==> config.mk <==
export PLATFORM = sky130hd
export DESIGN_NAME = av_sync_frame_pacer
export DESIGN_NICKNAME = d
export VERILOG_FILES = /design/src/hw/rtl/afp_pkg.sv /design/src/hw/rtl/afp_cfg_regs.sv /design/src/hw/rtl/afp_decide.sv /design/src/hw/rtl/afp_delay.sv /design/src/hw/rtl/av_sync_frame_pacer.sv
export VERILOG_INCLUDE_DIRS = /design/src /design/src/hw/rtl
export SDC_FILE = /design/constraint.sdc
export NUM_CORES = 2
export LEC_CHECK = 0
export BUFFER_PORTS_ARGS = -buffer_cell sky130_fd_sc_hd__buf_4
export CELL_PAD_IN_SITES_DETAIL_PLACEMENT = 1
export CELL_PAD_IN_SITES_GLOBAL_PLACEMENT = 1
export CORE_MARGIN = 3
export CORE_UTILIZATION = 45
export DETAILED_ROUTE_END_ITERATION = 8
export GPL_TIMING_DRIVEN = 1
export PLACE_DENSITY_LB_ADDON = 0.1
export SYNTH_ARGS = -nofsm -noshare
export SYNTH_HDL_FRONTEND = slang
export SYNTH_SLANG_ARGS = --single-unit
==> constraint.sdc <==
create_clock -name clk -period 16.5 [get_ports clk]
set_clock_uncertainty 0.2 [all_clocks]
set_input_delay 1.65 -clock clk [delete_from_list [all_inputs] [get_ports clk]]
set_output_delay 1.65 -clock clk [all_outputs]
set_load 0.03 [all_outputs]
==> src/hw/rtl/av_sync_frame_pacer_macros.svh <==
// ----------------------------------------------------------------------------
// Assertion macros for the frame pacer
// Shared property wrappers; every check is sampled on clk and idle in reset.
// ----------------------------------------------------------------------------
`ifndef AV_SYNC_FRAME_PACER_MACROS_SVH
`define AV_SYNC_FRAME_PACER_MACROS_SVH

// Condition holds at every sampled edge
`define AFP_ASSERT_HOLDS(label, cond, msg) \
    label: assert property (@(posedge clk) disable iff (!rst_n) (cond)) else $error(msg);

// Same-cycle implication
`define AFP_ASSERT_IMPLIES(label, ante, cons, msg) \
    label: assert property (@(posedge clk) disable iff (!rst_n) (ante) |-> (cons)) \
        else $error(msg);

// Next-cycle implication
`define AFP_ASSERT_NEXT(label, ante, cons, msg) \
    label: assert property (@(posedge clk) disable iff (!rst_n) (ante) |=> (cons)) \
        else $error(msg);

`endif

==> src/hw/rtl/afp_pkg.sv <==
// ----------------------------------------------------------------------------
// afp_pkg
// Widths, register map, reset values and shared types of the frame pacer.
// ----------------------------------------------------------------------------
package afp_pkg;

    // Field and state widths
    localparam int PTS_W    = 40;
    localparam int MCLK_W   = 41;
    localparam int TIMER_W  = 42;
    localparam int IVL_W    = 24;
    localparam int THR_W    = 20;
    localparam int NOSYNC_W = 27;
    localparam int GAP_W    = 24;
    localparam int DLY_W    = 20;
    localparam int MS_W     = 16;

    // APB port
    localparam int PADDR_W  = 5;
    localparam int PDATA_W  = 32;
    localparam int RIDX_W   = 3;

    // Microsecond to millisecond conversion: floor(x * RECIP / 2^SHIFT)
    // is exact for x below 2^26.
    localparam int X_W         = 26;
    localparam int RECIP_W     = 27;
    localparam int PROD_W      = X_W + RECIP_W;
    localparam int DELAY_SHIFT = 36;
    localparam logic [RECIP_W-1:0] DELAY_RECIP = 27'd68719477;
    localparam logic [X_W-1:0]     ROUND_US    = 26'd500;
    // at or above this delay the rounded value exceeds 65535 ms
    localparam logic [X_W-1:0]     SAT_US      = 26'd65535500;

    // Register indexes
    localparam logic [RIDX_W-1:0] REG_MIN_SYNC  = 3'd0;
    localparam logic [RIDX_W-1:0] REG_MAX_SYNC  = 3'd1;
    localparam logic [RIDX_W-1:0] REG_NO_SYNC   = 3'd2;
    localparam logic [RIDX_W-1:0] REG_MAX_GAP   = 3'd3;
    localparam logic [RIDX_W-1:0] REG_MIN_DELAY = 3'd4;

    // Register reset values
    localparam logic [THR_W-1:0]    MIN_SYNC_RST  = 20'd40000;
    localparam logic [THR_W-1:0]    MAX_SYNC_RST  = 20'd100000;
    localparam logic [NOSYNC_W-1:0] NO_SYNC_RST   = 27'd10000000;
    localparam logic [GAP_W-1:0]    MAX_GAP_RST   = 24'd1000000;
    localparam logic [DLY_W-1:0]    MIN_DELAY_RST = 20'd10000;

    // Outcome of one refresh event
    typedef enum logic [1:0] {
        RES_END,
        RES_DROP,
        RES_RENDER
    } result_kind_t;

    typedef struct packed {
        logic [THR_W-1:0]    min_sync;
        logic [THR_W-1:0]    max_sync;
        logic [NOSYNC_W-1:0] no_sync;
        logic [GAP_W-1:0]    max_gap;
        logic [DLY_W-1:0]    min_delay;
    } afp_cfg_t;

    // Decision stage to delay stage
    typedef struct packed {
        result_kind_t         kind;
        logic [TIMER_W-1:0]   display_timer;
        logic [PTS_W-1:0]     now;
    } afp_dec_t;

endpackage

==> src/hw/rtl/afp_cfg_regs.sv <==
// ----------------------------------------------------------------------------
// afp_cfg_regs
// APB register file holding the sync thresholds, gap limit and delay floor.
// ----------------------------------------------------------------------------
module afp_cfg_regs
    import afp_pkg::*;
(
    input  logic               clk,
    input  logic               rst_n,
    input  logic               psel,
    input  logic               penable,
    input  logic               pwrite,
    input  logic [PADDR_W-1:0] paddr,
    input  logic [PDATA_W-1:0] pwdata,
    output logic [PDATA_W-1:0] prdata,
    output logic               pready,
    output afp_cfg_t           cfg
);

    logic [THR_W-1:0]    min_sync_reg;
    logic [THR_W-1:0]    max_sync_reg;
    logic [NOSYNC_W-1:0] no_sync_reg;
    logic [GAP_W-1:0]    max_gap_reg;
    logic [DLY_W-1:0]    min_delay_reg;
    logic [RIDX_W-1:0]   reg_idx;
    logic                wr_en;

    assign pready  = 1'b1;
    assign reg_idx = paddr[PADDR_W-1:2];
    assign wr_en   = psel && penable && pwrite && pready;

    // Register writes
    always_ff @(posedge clk or negedge rst_n)
    begin
        if (!rst_n)
        begin
            min_sync_reg  <= MIN_SYNC_RST;
            max_sync_reg  <= MAX_SYNC_RST;
            no_sync_reg   <= NO_SYNC_RST;
            max_gap_reg   <= MAX_GAP_RST;
            min_delay_reg <= MIN_DELAY_RST;
        end
        else if (wr_en)
        begin
            case (reg_idx)
                REG_MIN_SYNC:  min_sync_reg  <= pwdata[THR_W-1:0];
                REG_MAX_SYNC:  max_sync_reg  <= pwdata[THR_W-1:0];
                REG_NO_SYNC:   no_sync_reg   <= pwdata[NOSYNC_W-1:0];
                REG_MAX_GAP:   max_gap_reg   <= pwdata[GAP_W-1:0];
                REG_MIN_DELAY: min_delay_reg <= pwdata[DLY_W-1:0];
                default:       ;
            endcase
        end
    end

    // Read mux
    always_comb
    begin
        case (reg_idx)
            REG_MIN_SYNC:  prdata = {{(PDATA_W-THR_W){1'b0}}, min_sync_reg};
            REG_MAX_SYNC:  prdata = {{(PDATA_W-THR_W){1'b0}}, max_sync_reg};
            REG_NO_SYNC:   prdata = {{(PDATA_W-NOSYNC_W){1'b0}}, no_sync_reg};
            REG_MAX_GAP:   prdata = {{(PDATA_W-GAP_W){1'b0}}, max_gap_reg};
            REG_MIN_DELAY: prdata = {{(PDATA_W-DLY_W){1'b0}}, min_delay_reg};
            default:       prdata = '0;
        endcase
    end

    assign cfg.min_sync  = min_sync_reg;
    assign cfg.max_sync  = max_sync_reg;
    assign cfg.no_sync   = no_sync_reg;
    assign cfg.max_gap   = max_gap_reg;
    assign cfg.min_delay = min_delay_reg;

endmodule

==> src/hw/rtl/afp_decide.sv <==
// ----------------------------------------------------------------------------
// afp_decide
// Input register, pacing state, result register and the end/drop/double/keep decision per event.
// ----------------------------------------------------------------------------
`include "av_sync_frame_pacer_macros.svh"

module afp_decide
    import afp_pkg::*;
(
    input  logic                     clk,
    input  logic                     rst_n,
    input  afp_cfg_t                 cfg,
    input  logic                     in_valid,
    output logic                     in_ready,
    input  logic                     frame_present,
    input  logic [PTS_W-1:0]         frame_pts_us,
    input  logic signed [MCLK_W-1:0] master_clock_us,
    input  logic                     master_clock_valid,
    input  logic [PTS_W-1:0]         now_us,
    output logic                     dec_valid,
    input  logic                     dec_ready,
    output afp_dec_t                 dec
);

    // Input register
    logic               s1_valid_reg;
    logic               s1_present_reg;
    logic [PTS_W-1:0]   s1_pts_reg;
    logic [MCLK_W-1:0]  s1_master_reg;
    logic               s1_clk_ok_reg;
    logic [PTS_W-1:0]   s1_now_reg;

    // Pacing state
    logic [PTS_W-1:0]   last_pts_reg;
    logic [IVL_W-1:0]   last_interval_reg;
    logic [TIMER_W-1:0] display_timer_reg;
    logic [PTS_W-1:0]   last_pts_next;
    logic [IVL_W-1:0]   last_interval_next;
    logic [TIMER_W-1:0] display_timer_next;

    // Result register
    logic               s2_valid_reg;
    afp_dec_t           dec_reg;
    afp_dec_t           dec_next;

    logic               s2_ready;
    logic               s1_fire;

    logic [PTS_W:0]     gap;
    logic               gap_ok;
    logic [IVL_W-1:0]   interval;
    logic [THR_W-1:0]   thr_cap;
    logic [THR_W-1:0]   thr;
    logic [MCLK_W:0]    diff;
    logic [MCLK_W:0]    neg_diff;
    logic [MCLK_W-1:0]  adiff;
    logic               diff_neg;
    logic               diff_zero;
    logic               past_thr;
    logic               in_sync;
    logic               late;
    logic               early;
    logic [IVL_W:0]     step;
    logic [TIMER_W:0]   timer_sum;
    logic [TIMER_W-1:0] timer_adv;
    result_kind_t       kind_next;

    // Handshake
    assign s2_ready  = !s2_valid_reg || dec_ready;
    assign s1_fire   = s1_valid_reg && s2_ready;
    assign in_ready  = !s1_valid_reg || s2_ready;
    assign dec_valid = s2_valid_reg;
    assign dec       = dec_reg;

    // Frame interval, falling back to the last one on a bad gap
    assign gap    = {1'b0, s1_pts_reg} - {1'b0, last_pts_reg};
    assign gap_ok = (last_pts_reg != '0) && !gap[PTS_W] && (gap != '0)
                    && (gap[PTS_W-1:0] < {{(PTS_W-GAP_W){1'b0}}, cfg.max_gap});
    assign interval = gap_ok ? gap[IVL_W-1:0] : last_interval_reg;

    // Sync threshold; the minimum wins over the maximum
    assign thr_cap = (interval < {{(IVL_W-THR_W){1'b0}}, cfg.max_sync})
                     ? interval[THR_W-1:0] : cfg.max_sync;
    assign thr     = (thr_cap < cfg.min_sync) ? cfg.min_sync : thr_cap;

    // Distance to master clock
    assign diff      = {2'b00, s1_pts_reg} - {s1_master_reg[MCLK_W-1], s1_master_reg};
    assign neg_diff  = '0 - diff;
    assign diff_neg  = diff[MCLK_W];
    assign diff_zero = (diff == '0);
    assign adiff     = diff_neg ? neg_diff[MCLK_W-1:0] : diff[MCLK_W-1:0];
    assign past_thr  = adiff >= {{(MCLK_W-THR_W){1'b0}}, thr};
    assign in_sync   = s1_clk_ok_reg
                       && (adiff < {{(MCLK_W-NOSYNC_W){1'b0}}, cfg.no_sync});
    assign late      = in_sync && (diff_neg || diff_zero) && past_thr;
    assign early     = in_sync && !diff_neg && past_thr;

    // Display timer advance, doubled when video runs ahead, saturating
    assign step      = early ? {interval, 1'b0} : {1'b0, interval};
    assign timer_sum = {1'b0, display_timer_reg}
                       + {{(TIMER_W-IVL_W){1'b0}}, step};
    assign timer_adv = timer_sum[TIMER_W] ? {TIMER_W{1'b1}} : timer_sum[TIMER_W-1:0];

    // Outcome and next state
    always_comb
    begin
        if (!s1_present_reg)
            kind_next = RES_END;
        else if (late)
            kind_next = RES_DROP;
        else
            kind_next = RES_RENDER;

        last_pts_next      = last_pts_reg;
        last_interval_next = last_interval_reg;
        display_timer_next = display_timer_reg;
        if (s1_fire && s1_present_reg)
        begin
            last_pts_next      = s1_pts_reg;
            last_interval_next = interval;
            if (kind_next == RES_RENDER)
                display_timer_next = timer_adv;
        end

        dec_next.kind          = kind_next;
        dec_next.display_timer = timer_adv;
        dec_next.now           = s1_now_reg;
    end

    // Control and state
    always_ff @(posedge clk or negedge rst_n)
    begin
        if (!rst_n)
        begin
            s1_valid_reg      <= 1'b0;
            s2_valid_reg      <= 1'b0;
            last_pts_reg      <= '0;
            last_interval_reg <= '0;
            display_timer_reg <= '0;
        end
        else
        begin
            if (in_ready)
                s1_valid_reg <= in_valid;
            if (s2_ready)
                s2_valid_reg <= s1_valid_reg;
            last_pts_reg      <= last_pts_next;
            last_interval_reg <= last_interval_next;
            display_timer_reg <= display_timer_next;
        end
    end

    // Payload
    always_ff @(posedge clk)
    begin
        if (in_ready)
        begin
            s1_present_reg <= frame_present;
            s1_pts_reg     <= frame_pts_us;
            s1_master_reg  <= master_clock_us;
            s1_clk_ok_reg  <= master_clock_valid;
            s1_now_reg     <= now_us;
        end
        if (s1_fire)
            dec_reg <= dec_next;
    end

    // Checks
    `AFP_ASSERT_HOLDS(a_timer_monotonic, display_timer_reg >= $past(display_timer_reg), "display timer moved backward")
    `AFP_ASSERT_NEXT(a_drop_keeps_timer, s1_fire && (kind_next == RES_DROP), $stable(display_timer_reg), "dropped frame advanced display timer")
    `AFP_ASSERT_NEXT(a_end_keeps_state, s1_fire && !s1_present_reg, $stable(last_pts_reg) && $stable(last_interval_reg), "end of play touched interval state")

endmodule

==> src/hw/rtl/afp_delay.sv <==
// ----------------------------------------------------------------------------
// afp_delay
// Wake-up delay: floor, saturation and rounded microsecond to millisecond.
// ----------------------------------------------------------------------------
`include "av_sync_frame_pacer_macros.svh"

module afp_delay
    import afp_pkg::*;
(
    input  logic             clk,
    input  logic             rst_n,
    input  logic [DLY_W-1:0] min_delay,
    input  logic             dec_valid,
    output logic             dec_ready,
    input  afp_dec_t         dec,
    output logic             out_valid,
    input  logic             out_ready,
    output logic             end_of_play,
    output logic             drop_frame,
    output logic             render_frame,
    output logic [MS_W-1:0]  next_delay_ms
);

    // Stage 3: clamped delay plus rounding
    logic              s3_valid_reg;
    result_kind_t      s3_kind_reg;
    logic              s3_sat_reg;
    logic [X_W-1:0]    s3_x_reg;

    // Stage 4: result register
    logic              s4_valid_reg;
    result_kind_t      s4_kind_reg;
    logic [MS_W-1:0]   s4_ms_reg;

    logic              s3_ready;
    logic              s4_ready;
    logic [TIMER_W:0]  act;
    logic              below_min;
    logic              at_sat;
    logic [X_W-1:0]    x_next;
    logic [PROD_W-1:0] prod;
    logic [MS_W-1:0]   ms_next;

    // Handshake
    assign s4_ready  = !s4_valid_reg || out_ready;
    assign s3_ready  = !s3_valid_reg || s4_ready;
    assign dec_ready = s3_ready;
    assign out_valid = s4_valid_reg;

    // Time until the display timer, floored and checked for saturation
    assign act       = {1'b0, dec.display_timer} - {{(TIMER_W-PTS_W+1){1'b0}}, dec.now};
    assign below_min = act[TIMER_W]
                       || (act[TIMER_W-1:0] < {{(TIMER_W-DLY_W){1'b0}}, min_delay});
    assign at_sat    = !act[TIMER_W]
                       && (act[TIMER_W-1:0] >= {{(TIMER_W-X_W){1'b0}}, SAT_US});
    assign x_next    = below_min ? ({{(X_W-DLY_W){1'b0}}, min_delay} + ROUND_US)
                                 : (act[X_W-1:0] + ROUND_US);

    // Divide by 1000 through the reciprocal
    assign prod = {{RECIP_W{1'b0}}, s3_x_reg} * {{X_W{1'b0}}, DELAY_RECIP};

    always_comb
    begin
        if (s3_kind_reg != RES_RENDER)
            ms_next = '0;
        else if (s3_sat_reg)
            ms_next = {MS_W{1'b1}};
        else
            ms_next = prod[DELAY_SHIFT+MS_W-1:DELAY_SHIFT];
    end

    // Control
    always_ff @(posedge clk or negedge rst_n)
    begin
        if (!rst_n)
        begin
            s3_valid_reg <= 1'b0;
            s4_valid_reg <= 1'b0;
        end
        else
        begin
            if (s3_ready)
                s3_valid_reg <= dec_valid;
            if (s4_ready)
                s4_valid_reg <= s3_valid_reg;
        end
    end

    // Payload
    always_ff @(posedge clk)
    begin
        if (s3_ready)
        begin
            s3_kind_reg <= dec.kind;
            s3_sat_reg  <= at_sat;
            s3_x_reg    <= x_next;
        end
        if (s4_ready)
        begin
            s4_kind_reg <= s3_kind_reg;
            s4_ms_reg   <= ms_next;
        end
    end

    // Outcome flags
    always_comb
    begin
        end_of_play  = 1'b0;
        drop_frame   = 1'b0;
        render_frame = 1'b0;
        case (s4_kind_reg)
            RES_END:    end_of_play  = 1'b1;
            RES_DROP:   drop_frame   = 1'b1;
            RES_RENDER: render_frame = 1'b1;
            default:    ;
        endcase
    end
    assign next_delay_ms = s4_ms_reg;

    // Checks
    `AFP_ASSERT_IMPLIES(a_one_outcome, out_valid, $onehot({end_of_play, drop_frame, render_frame}), "result flags not one-hot")
    `AFP_ASSERT_IMPLIES(a_idle_delay_zero, out_valid && !render_frame, next_delay_ms == '0, "nonzero delay without render")
    `AFP_ASSERT_NEXT(a_sat_full, s4_ready && s3_valid_reg && (s3_kind_reg == RES_RENDER) && s3_sat_reg, next_delay_ms == {MS_W{1'b1}}, "saturated delay not at full scale")

endmodule

==> src/hw/rtl/av_sync_frame_pacer.sv <==
// Path: input register, decision register, delay stage 3 and stage 4 registers.
// Throughput: one transaction per cycle unless stalled; pacing state updates per decision.
// Back-pressure on the output stalls all stages; ready follows free slots.
// Reset (rst_n low, async): pipeline empty, state zero, registers at defaults.
// ----------------------------------------------------------------------------
// av_sync_frame_pacer
// Audio/video sync pacer: decides drop, render or end of play per refresh
// event and schedules the next wake-up in milliseconds.
// ----------------------------------------------------------------------------
module av_sync_frame_pacer
    import afp_pkg::*;
(
    input  logic                     clk,
    input  logic                     rst_n,
    // configuration
    input  logic                     psel,
    input  logic                     penable,
    input  logic                     pwrite,
    input  logic [PADDR_W-1:0]       paddr,
    input  logic [PDATA_W-1:0]       pwdata,
    output logic [PDATA_W-1:0]       prdata,
    output logic                     pready,
    // refresh events
    input  logic                     in_valid,
    output logic                     in_ready,
    input  logic                     frame_present,
    input  logic [PTS_W-1:0]         frame_pts_us,
    input  logic signed [MCLK_W-1:0] master_clock_us,
    input  logic                     master_clock_valid,
    input  logic [PTS_W-1:0]         now_us,
    // results
    output logic                     out_valid,
    input  logic                     out_ready,
    output logic                     end_of_play,
    output logic                     drop_frame,
    output logic                     render_frame,
    output logic [MS_W-1:0]          next_delay_ms
);

    afp_cfg_t cfg;
    afp_dec_t dec;
    logic     dec_valid;
    logic     dec_ready;

    // Register file
    afp_cfg_regs u_cfg (
        .clk     (clk),
        .rst_n   (rst_n),
        .psel    (psel),
        .penable (penable),
        .pwrite  (pwrite),
        .paddr   (paddr),
        .pwdata  (pwdata),
        .prdata  (prdata),
        .pready  (pready),
        .cfg     (cfg)
    );

    // Decision and pacing state
    afp_decide u_decide (
        .clk                (clk),
        .rst_n              (rst_n),
        .cfg                (cfg),
        .in_valid           (in_valid),
        .in_ready           (in_ready),
        .frame_present      (frame_present),
        .frame_pts_us       (frame_pts_us),
        .master_clock_us    (master_clock_us),
        .master_clock_valid (master_clock_valid),
        .now_us             (now_us),
        .dec_valid          (dec_valid),
        .dec_ready          (dec_ready),
        .dec                (dec)
    );

    // Wake-up delay
    afp_delay u_delay (
        .clk           (clk),
        .rst_n         (rst_n),
        .min_delay     (cfg.min_delay),
        .dec_valid     (dec_valid),
        .dec_ready     (dec_ready),
        .dec           (dec),
        .out_valid     (out_valid),
        .out_ready     (out_ready),
        .end_of_play   (end_of_play),
        .drop_frame    (drop_frame),
        .render_frame  (render_frame),
        .next_delay_ms (next_delay_ms)
    );

endmodule

# [Word level (Yosys, flattened, before mapping)]
# Cells that the tools add are included.
[classes] addsub=7 multipliers=1 magnitude_cmp=7 n_eq_ne=8 muxes=14 reduce_logical=37
[ops] cell="27-bit one-hot mux with 5 select lines" count=1
[ops] cell="26-bit by 27-bit multiplier with 52-bit output (second input constant)" count=1
[ops] cell="42-bit by 25-bit adder with 43-bit output" count=1
[ops] cell="42-bit by 40-bit subtractor with 43-bit output" count=1
[ops] cell="42-bit by 26-bit >= comparator with 1-bit output (second input constant)" count=1
[ops] cell="42-bit logical NOT" count=1
[ops] cell="42-bit by 20-bit < comparator with 1-bit output" count=1
[ops] cell="42-bit 2-to-1 mux" count=1
[ops] cell="41-bit by 41-bit subtractor with 42-bit output" count=1
[ops] cell="41-bit by 20-bit >= comparator with 1-bit output" count=1
[ops] cell="41-bit by 27-bit < comparator with 1-bit output" count=1
[ops] cell="41-bit 2-to-1 mux" count=1
[ops] cell="41-bit nonzero test" count=1
[ops] cell="1-bit by 41-bit subtractor with 41-bit output (first input constant)" count=1
[ops] cell="40-bit by 40-bit subtractor with 41-bit output" count=1
[ops] cell="40-bit by 24-bit < comparator with 1-bit output" count=1
[ops] cell="20-bit 2-to-1 mux" count=2
[ops] cell="40-bit nonzero test" count=1
[ops] cell="26-bit by 9-bit adder with 26-bit output (second input constant)" count=1
[ops] cell="26-bit 2-to-1 mux" count=1
[ops] cell="25-bit 2-to-1 mux" count=1
[ops] cell="24-bit by 20-bit < comparator with 1-bit output" count=1
[ops] cell="24-bit 2-to-1 mux" count=1
[ops] cell="20-bit by 9-bit adder with 21-bit output (second input constant)" count=1
[ops] cell="16 further kinds" count=49
[totals] regBits=475 out_inout_bits=54 elab_cells=99

# [Longest topological paths before layout]
[logic_depth] ltp_word=16 ltp_mapped=85 ltp_nobuf=78

# [Hierarchy]
# From an unflattened synthesis, not the netlist that was laid out.
[unflattened] hier_cells=4645 hier_area_um2=44585.3
[by_module_without_submodules] mod="afp_decide" instances=1 cells_each=2437 area_per_inst_um2=22953.3 seq_area_each_um2=8918.6
[by_module_without_submodules] mod="afp_delay" instances=1 cells_each=1845 area_per_inst_um2=16440.8 seq_area_each_um2=1461.4
[by_module_without_submodules] mod="afp_cfg_regs" instances=1 cells_each=363 area_per_inst_um2=5191.2 seq_area_each_um2=2816.5

# [Worst setup path after synthesis]
# Ideal clock, no wire load.
[synth_timing] path_kind="flip-flop to flip-flop" from="reg u_decide.s1_pts_reg[12]" to="reg u_decide.dec_reg (netlist bit u_decide.dec[65]) (data pin)" arrival_time_ns=15.285 required_ns=16.032 path_slack_ns=0.747 stages_incl_launch_ff=81 cell_sequence="edfxtp_1 -> ha_1 -> clkbuf_1 -> a21oi_1 -> o21ai_0 -> or4_1 -> a211oi_1 -> nor2_1 -> xor2_1 -> ha_1 -> a21oi_1 -> nor2b_1 -> o21ai_0 -> o2111ai_1 -> nor4_1 -> and3_1 -> nand4_1 -> nor4_1 -> [... 45 more ...] -> buf_2 -> mux2i_1 -> ha_1 -> nor2b_1 -> o21ai_0 -> a21boi_0 -> o31a_1 -> o221a_2 -> o21ai_0 -> a31oi_1 -> o21bai_1 -> o21ai_0 -> o41a_1 -> clkbuf_1 -> nand3_1 -> clkbuf_1 -> clkbuf_1 -> nand2_1"
[synth_between] elab_chain_len=15
[synth_rtl] element="from (decl)" line="afp_decide.sv:28" source="logic [PTS_W-1:0] s1_pts_reg;"
[synth_rtl] element="from (signal assigned)" line="afp_decide.sv:159" source="s1_pts_reg <= frame_pts_us;"
[synth_rtl] element="40-bit by 40-bit subtractor with 41-bit output (*)" line="afp_decide.sv:76" source="assign gap = {1'b0, s1_pts_reg} - {1'b0, last_pts_reg};"
[synth_rtl] element="parallel branches: the longest is 4 deep, another holds 40-bit by 24-bit < comparator with 1-bit output"
[synth_rtl] element="24-bit 2-to-1 mux (*)" line="afp_decide.sv:79" source="assign interval = gap_ok ? gap[IVL_W-1:0] : last_interval_reg;"
[synth_rtl] element="net u_decide.interval[12]" line="afp_decide.sv:51" source="logic [IVL_W-1:0] interval;"
[synth_rtl] element="24-bit by 20-bit < comparator with 1-bit output" line="afp_decide.sv:82" source="assign thr_cap = (interval < {{(IVL_W-THR_W){1'b0}}, cfg.max_sync})"
[synth_rtl] element="20-bit 2-to-1 mux" line="afp_decide.sv:83" source="? interval[THR_W-1:0] : cfg.max_sync;"
[synth_rtl] element="20-bit < comparator" line="afp_decide.sv:84" source="assign thr = (thr_cap < cfg.min_sync) ? cfg.min_sync : thr_cap;"
[synth_rtl] element="20-bit 2-to-1 mux" line="afp_decide.sv:84"
[synth_rtl] element="41-bit by 20-bit >= comparator with 1-bit output" line="afp_decide.sv:92" source="assign past_thr = adiff >= {{(MCLK_W-THR_W){1'b0}}, thr};"
[synth_rtl] element="1-bit logical AND" line="afp_decide.sv:96" source="assign early = in_sync && !diff_neg && past_thr;"
[synth_rtl] element="25-bit 2-to-1 mux (*)" line="afp_decide.sv:99" source="assign step = early ? {interval, 1'b0} : {1'b0, interval};"
[synth_rtl] element="42-bit by 25-bit adder with 43-bit output (*)" line="afp_decide.sv:101" source="+ {{(TIMER_W-IVL_W){1'b0}}, step};"
[synth_rtl] element="42-bit 2-to-1 mux (*)" line="afp_decide.sv:102" source="assign timer_adv = timer_sum[TIMER_W] ? {TIMER_W{1'b1}} : timer_sum[TIMER_W-1:0];"
[synth_rtl] element="net u_decide.timer_adv[25]" line="afp_decide.sv:65" source="logic [TIMER_W-1:0] timer_adv;"
[synth_rtl] element="to (signal assigned)" line="afp_decide.sv:165" source="dec_reg <= dec_next;"
[synth_rtl] element="to (decl)" line="afp_decide.sv:43" source="afp_dec_t dec_reg;"
# Mark *: on every way through the listed nets, which the timed path passes.
# A chain may end at the register's enable or synchronous reset.

# [Worst setup path in the final report]
[layout_timing] from="reg u_decide.s1_pts_reg[8]" to="reg u_decide.dec_reg (netlist bit u_decide.dec[81]) (data pin)"
# The elaborated chain is that of the path after synthesis.

==> results.md <==
- Starting density of the core: 45.5%
- Maximum buffer depth of the clock tree: 3
- Die ar.: 98200 µm²
- Row count: 112
- Final worst-path cycle share: 96.0%
- Critical Path End Type: flop
- Prevailing post-synth register cell: edfxtp_1
- Routed Antenna Nets: 0
- Clk_lat worst skew: 0.69 ns
- Most common cell on crit path: buf_4
- Cts bufs inserted: 57
- Final setup TNS: 0 ns
- Fin crit period: 15.83 ns
- Final HPWL DP: 110 mm
- Initial antenna violation count: 5
- First-pass GRT wire length: 210 mm
- Storage cell area: 13200 µm²
- CTS tree: done
- # port buffers: 207
- Initial DRT Pass Iterations: 5
- Top post-synthesis cells by area: edfxtp_1 (18%), ha_1 (16%), dfrtp_1 (11%)
- # DRC: 0
- IO Count: 221
- Share of flip-flops with an asynchronous set or reset: 46.5%
- CP max stage cell: edfxtp_1
- Count of pins over their slew limit: 0
- Arr. time, crit path: 16.05 ns
- Slew @ Worst Pin: 1.19 ns
- Largest net degree at the start of global routing: 96
- Area of the mapped netlist: 42500 µm²
- Max FFs per register: 84
- Root buf cell: clkbuf_16
- Dominant cell type by area after synthesis: edfxtp_1
- CP max FO: 7
- Syn_area_per_cell: 9.68 µm²
- Vias/cell: 5.64
- Synth warnings: 0
- Required time worst endpoint: 16.71 ns
- Core Area: 93500 µm²
- Register area share after synthesis: 31.0%
- Fillcell total: 10500
- WL/cell: 22.6 µm
- Synth Register Bits: 475
- Peak Freq: 63.2 MHz
- Category of the worst setup path launch point: flop
- Crit Path Class: flop to flop
- CTS sink count: 475
- Relative slew slack: 20.1%
- Vias in the first global route: 35700
- Final setup viols: 0
- Post-route insts no fill: 6026
- Iter 0 DRT Violations: 1933
- Yosys top cell area share: 17.9%
- Die H: 313 µm
- Share of layout cells above drive strength 1: 15.4%
- Final Hold Fails: 0
- Die Width: 313 µm
- Placer Congestion: 0.895
- Synthesis-to-layout area growth: 15.5%
- Routed WL: 136 mm
- Worst hold-check path type: flop to flop
- Netlist cell types: 108
- Dominant cell by count in the synthesized netlist: inv_1
- Gr ovfl total: 0
- Top post-synthesis cells by count: inv_1 (644), ha_1 (538), nand2_1 (361)
- Total Routing Usage GR: 27.4%
- Reg clk slew, reported paths: 0.06 ns
- Nets: 5641
- Outcome: completed
- Max_cap viols: 0
- Post-synth EDFFs: 254
- Max incr delay on CP: 0.49 ns
- Routed via count: 34000
- Hold Buf Count CTS: 0
- Post-synthesis cell count: 4395
- Htree depth: 2
- Multi-input gate area: 26800 µm²
- Placed cell count: 5888
==> layout make-up <==
| cell class | count | share of cell area [%] |
|---|---|---|
| Multi-Input combinational cell | 3145 | 54.7 |
| Clock buffer | 68 | 3.03 |
| Tap cell | 1254 | 3.20 |
| Inverter | 644 | 4.92 |
| Sequential cell | 475 | 26.9 |
| Timing Repair Buffer | 397 | 6.29 |
| Antenna cell | 3 | 0.0153 |
| Clock inverter | 40 | 1.02 |
==> repair_timing <==
action,in CTS,in global routing
resized for setup,2,100
buffers inserted,0,24
pin swaps,0,44
cloned,0,3
hold endpoints to repair,0,0
endpoints found under the setup margin,72,84
==> worst max-delay path: cells and delay by family (launching register included) <==
kind | cells | cell delay [ns]
fa+ha+maj | 6 | 1.61
flops | 1 | 0.49
mux | 6 | 1.30
buf+inv | 11 | 1.65
simple gates | 19 | 3.11
compound gates | 38 | 7.02
xor+xnor | 1 | 0.16
==> stage by stage <==
step	utilization (%)	setup slack [ns]	hold slack [ns]	area, µm²
CTS	51.8	0.00535	0.217	48400
global route	52.5	-0.208	0.222	49100
floorplan	-	0.747	0.200	42500
finish	52.5	0.666	0.215	49100
global placement	49.6	0.182	0.200	46400
detailed placement	49.6	-0.135	0.206	46400
==> layer usage <==
layer | vias to the layer above | GRT usage [%] | routed length [µm]
met2 | 621 | 47.1 | 66300
met3 | 172 | 2.65 | 4620
met5 | - | 0 | 0
met4 | 0 | 7.25 | 3810
met1 | 17100 | 37.1 | 61300
li1 | 16100 | - | -
==> placed cells by master, fill, tap and decap left out, types with 25 or more instances in the layout <==
cell,synthesis,final
xor2_1,64,62
a31oi_1,38,34
o21ai_0,275,263
buf_4,6,386
nand3_1,67,64
and2_1,33,29
fa_1,216,215
o22ai_1,25,25
clkbuf_16,0,59
nor4_1,39,34
nor3_1,75,71
a211oi_1,30,26
inv_1,644,642
nand2b_1,39,38
nand4_1,59,59
nor2_1,174,172
mux2i_1,140,131
mux2_2,44,44
o21a_1,57,57
nand2_1,361,361
dfrtp_1,190,190
and3_1,39,38
ha_1,538,531
o21bai_1,26,25
a21o_1,82,82
dfstp_2,31,31
a21oi_1,203,191
nor2b_1,34,32
xnor2_1,108,106
edfxtp_1,254,254
==> path summary, 6_finish.rpt <==
kind                                    startpoint                         to  slack (ns)  cells after the start
min                        u_decide.s1_now_reg[19]           u_decide.dec[19]        0.22                      0
max                         u_decide.s1_pts_reg[8]           u_decide.dec[81]        0.67                     81
max reg2reg                 u_decide.s1_pts_reg[8]           u_decide.dec[81]        0.67                     81
min reg2reg                u_decide.s1_now_reg[19]           u_decide.dec[19]        0.22                      0
max in group asynchronous                    rst_n    u_cfg.min_delay_reg[14]       13.75                      2
min in group asynchronous                    rst_n  u_decide.last_pts_reg[34]        0.85                      1
==> logic make-up (layout without fill, tap and decap cells) <==
group           Yosys count  in the layout  share of synthesized area, %
simple gates           1036           1036                          12.1
compound gates          970            970                          14.9
buf+inv                 779           1149                          7.06
fa+ha+maj               754            754                          26.0
flops                   475            475                          31.0
mux                     207            207                          5.27
xor+xnor                172            172                          3.54
other cells               2              9                        0.0177
Power is not shown: default switching activity piles up to over one toggle a cycle in this logic, so the estimate is an artifact.
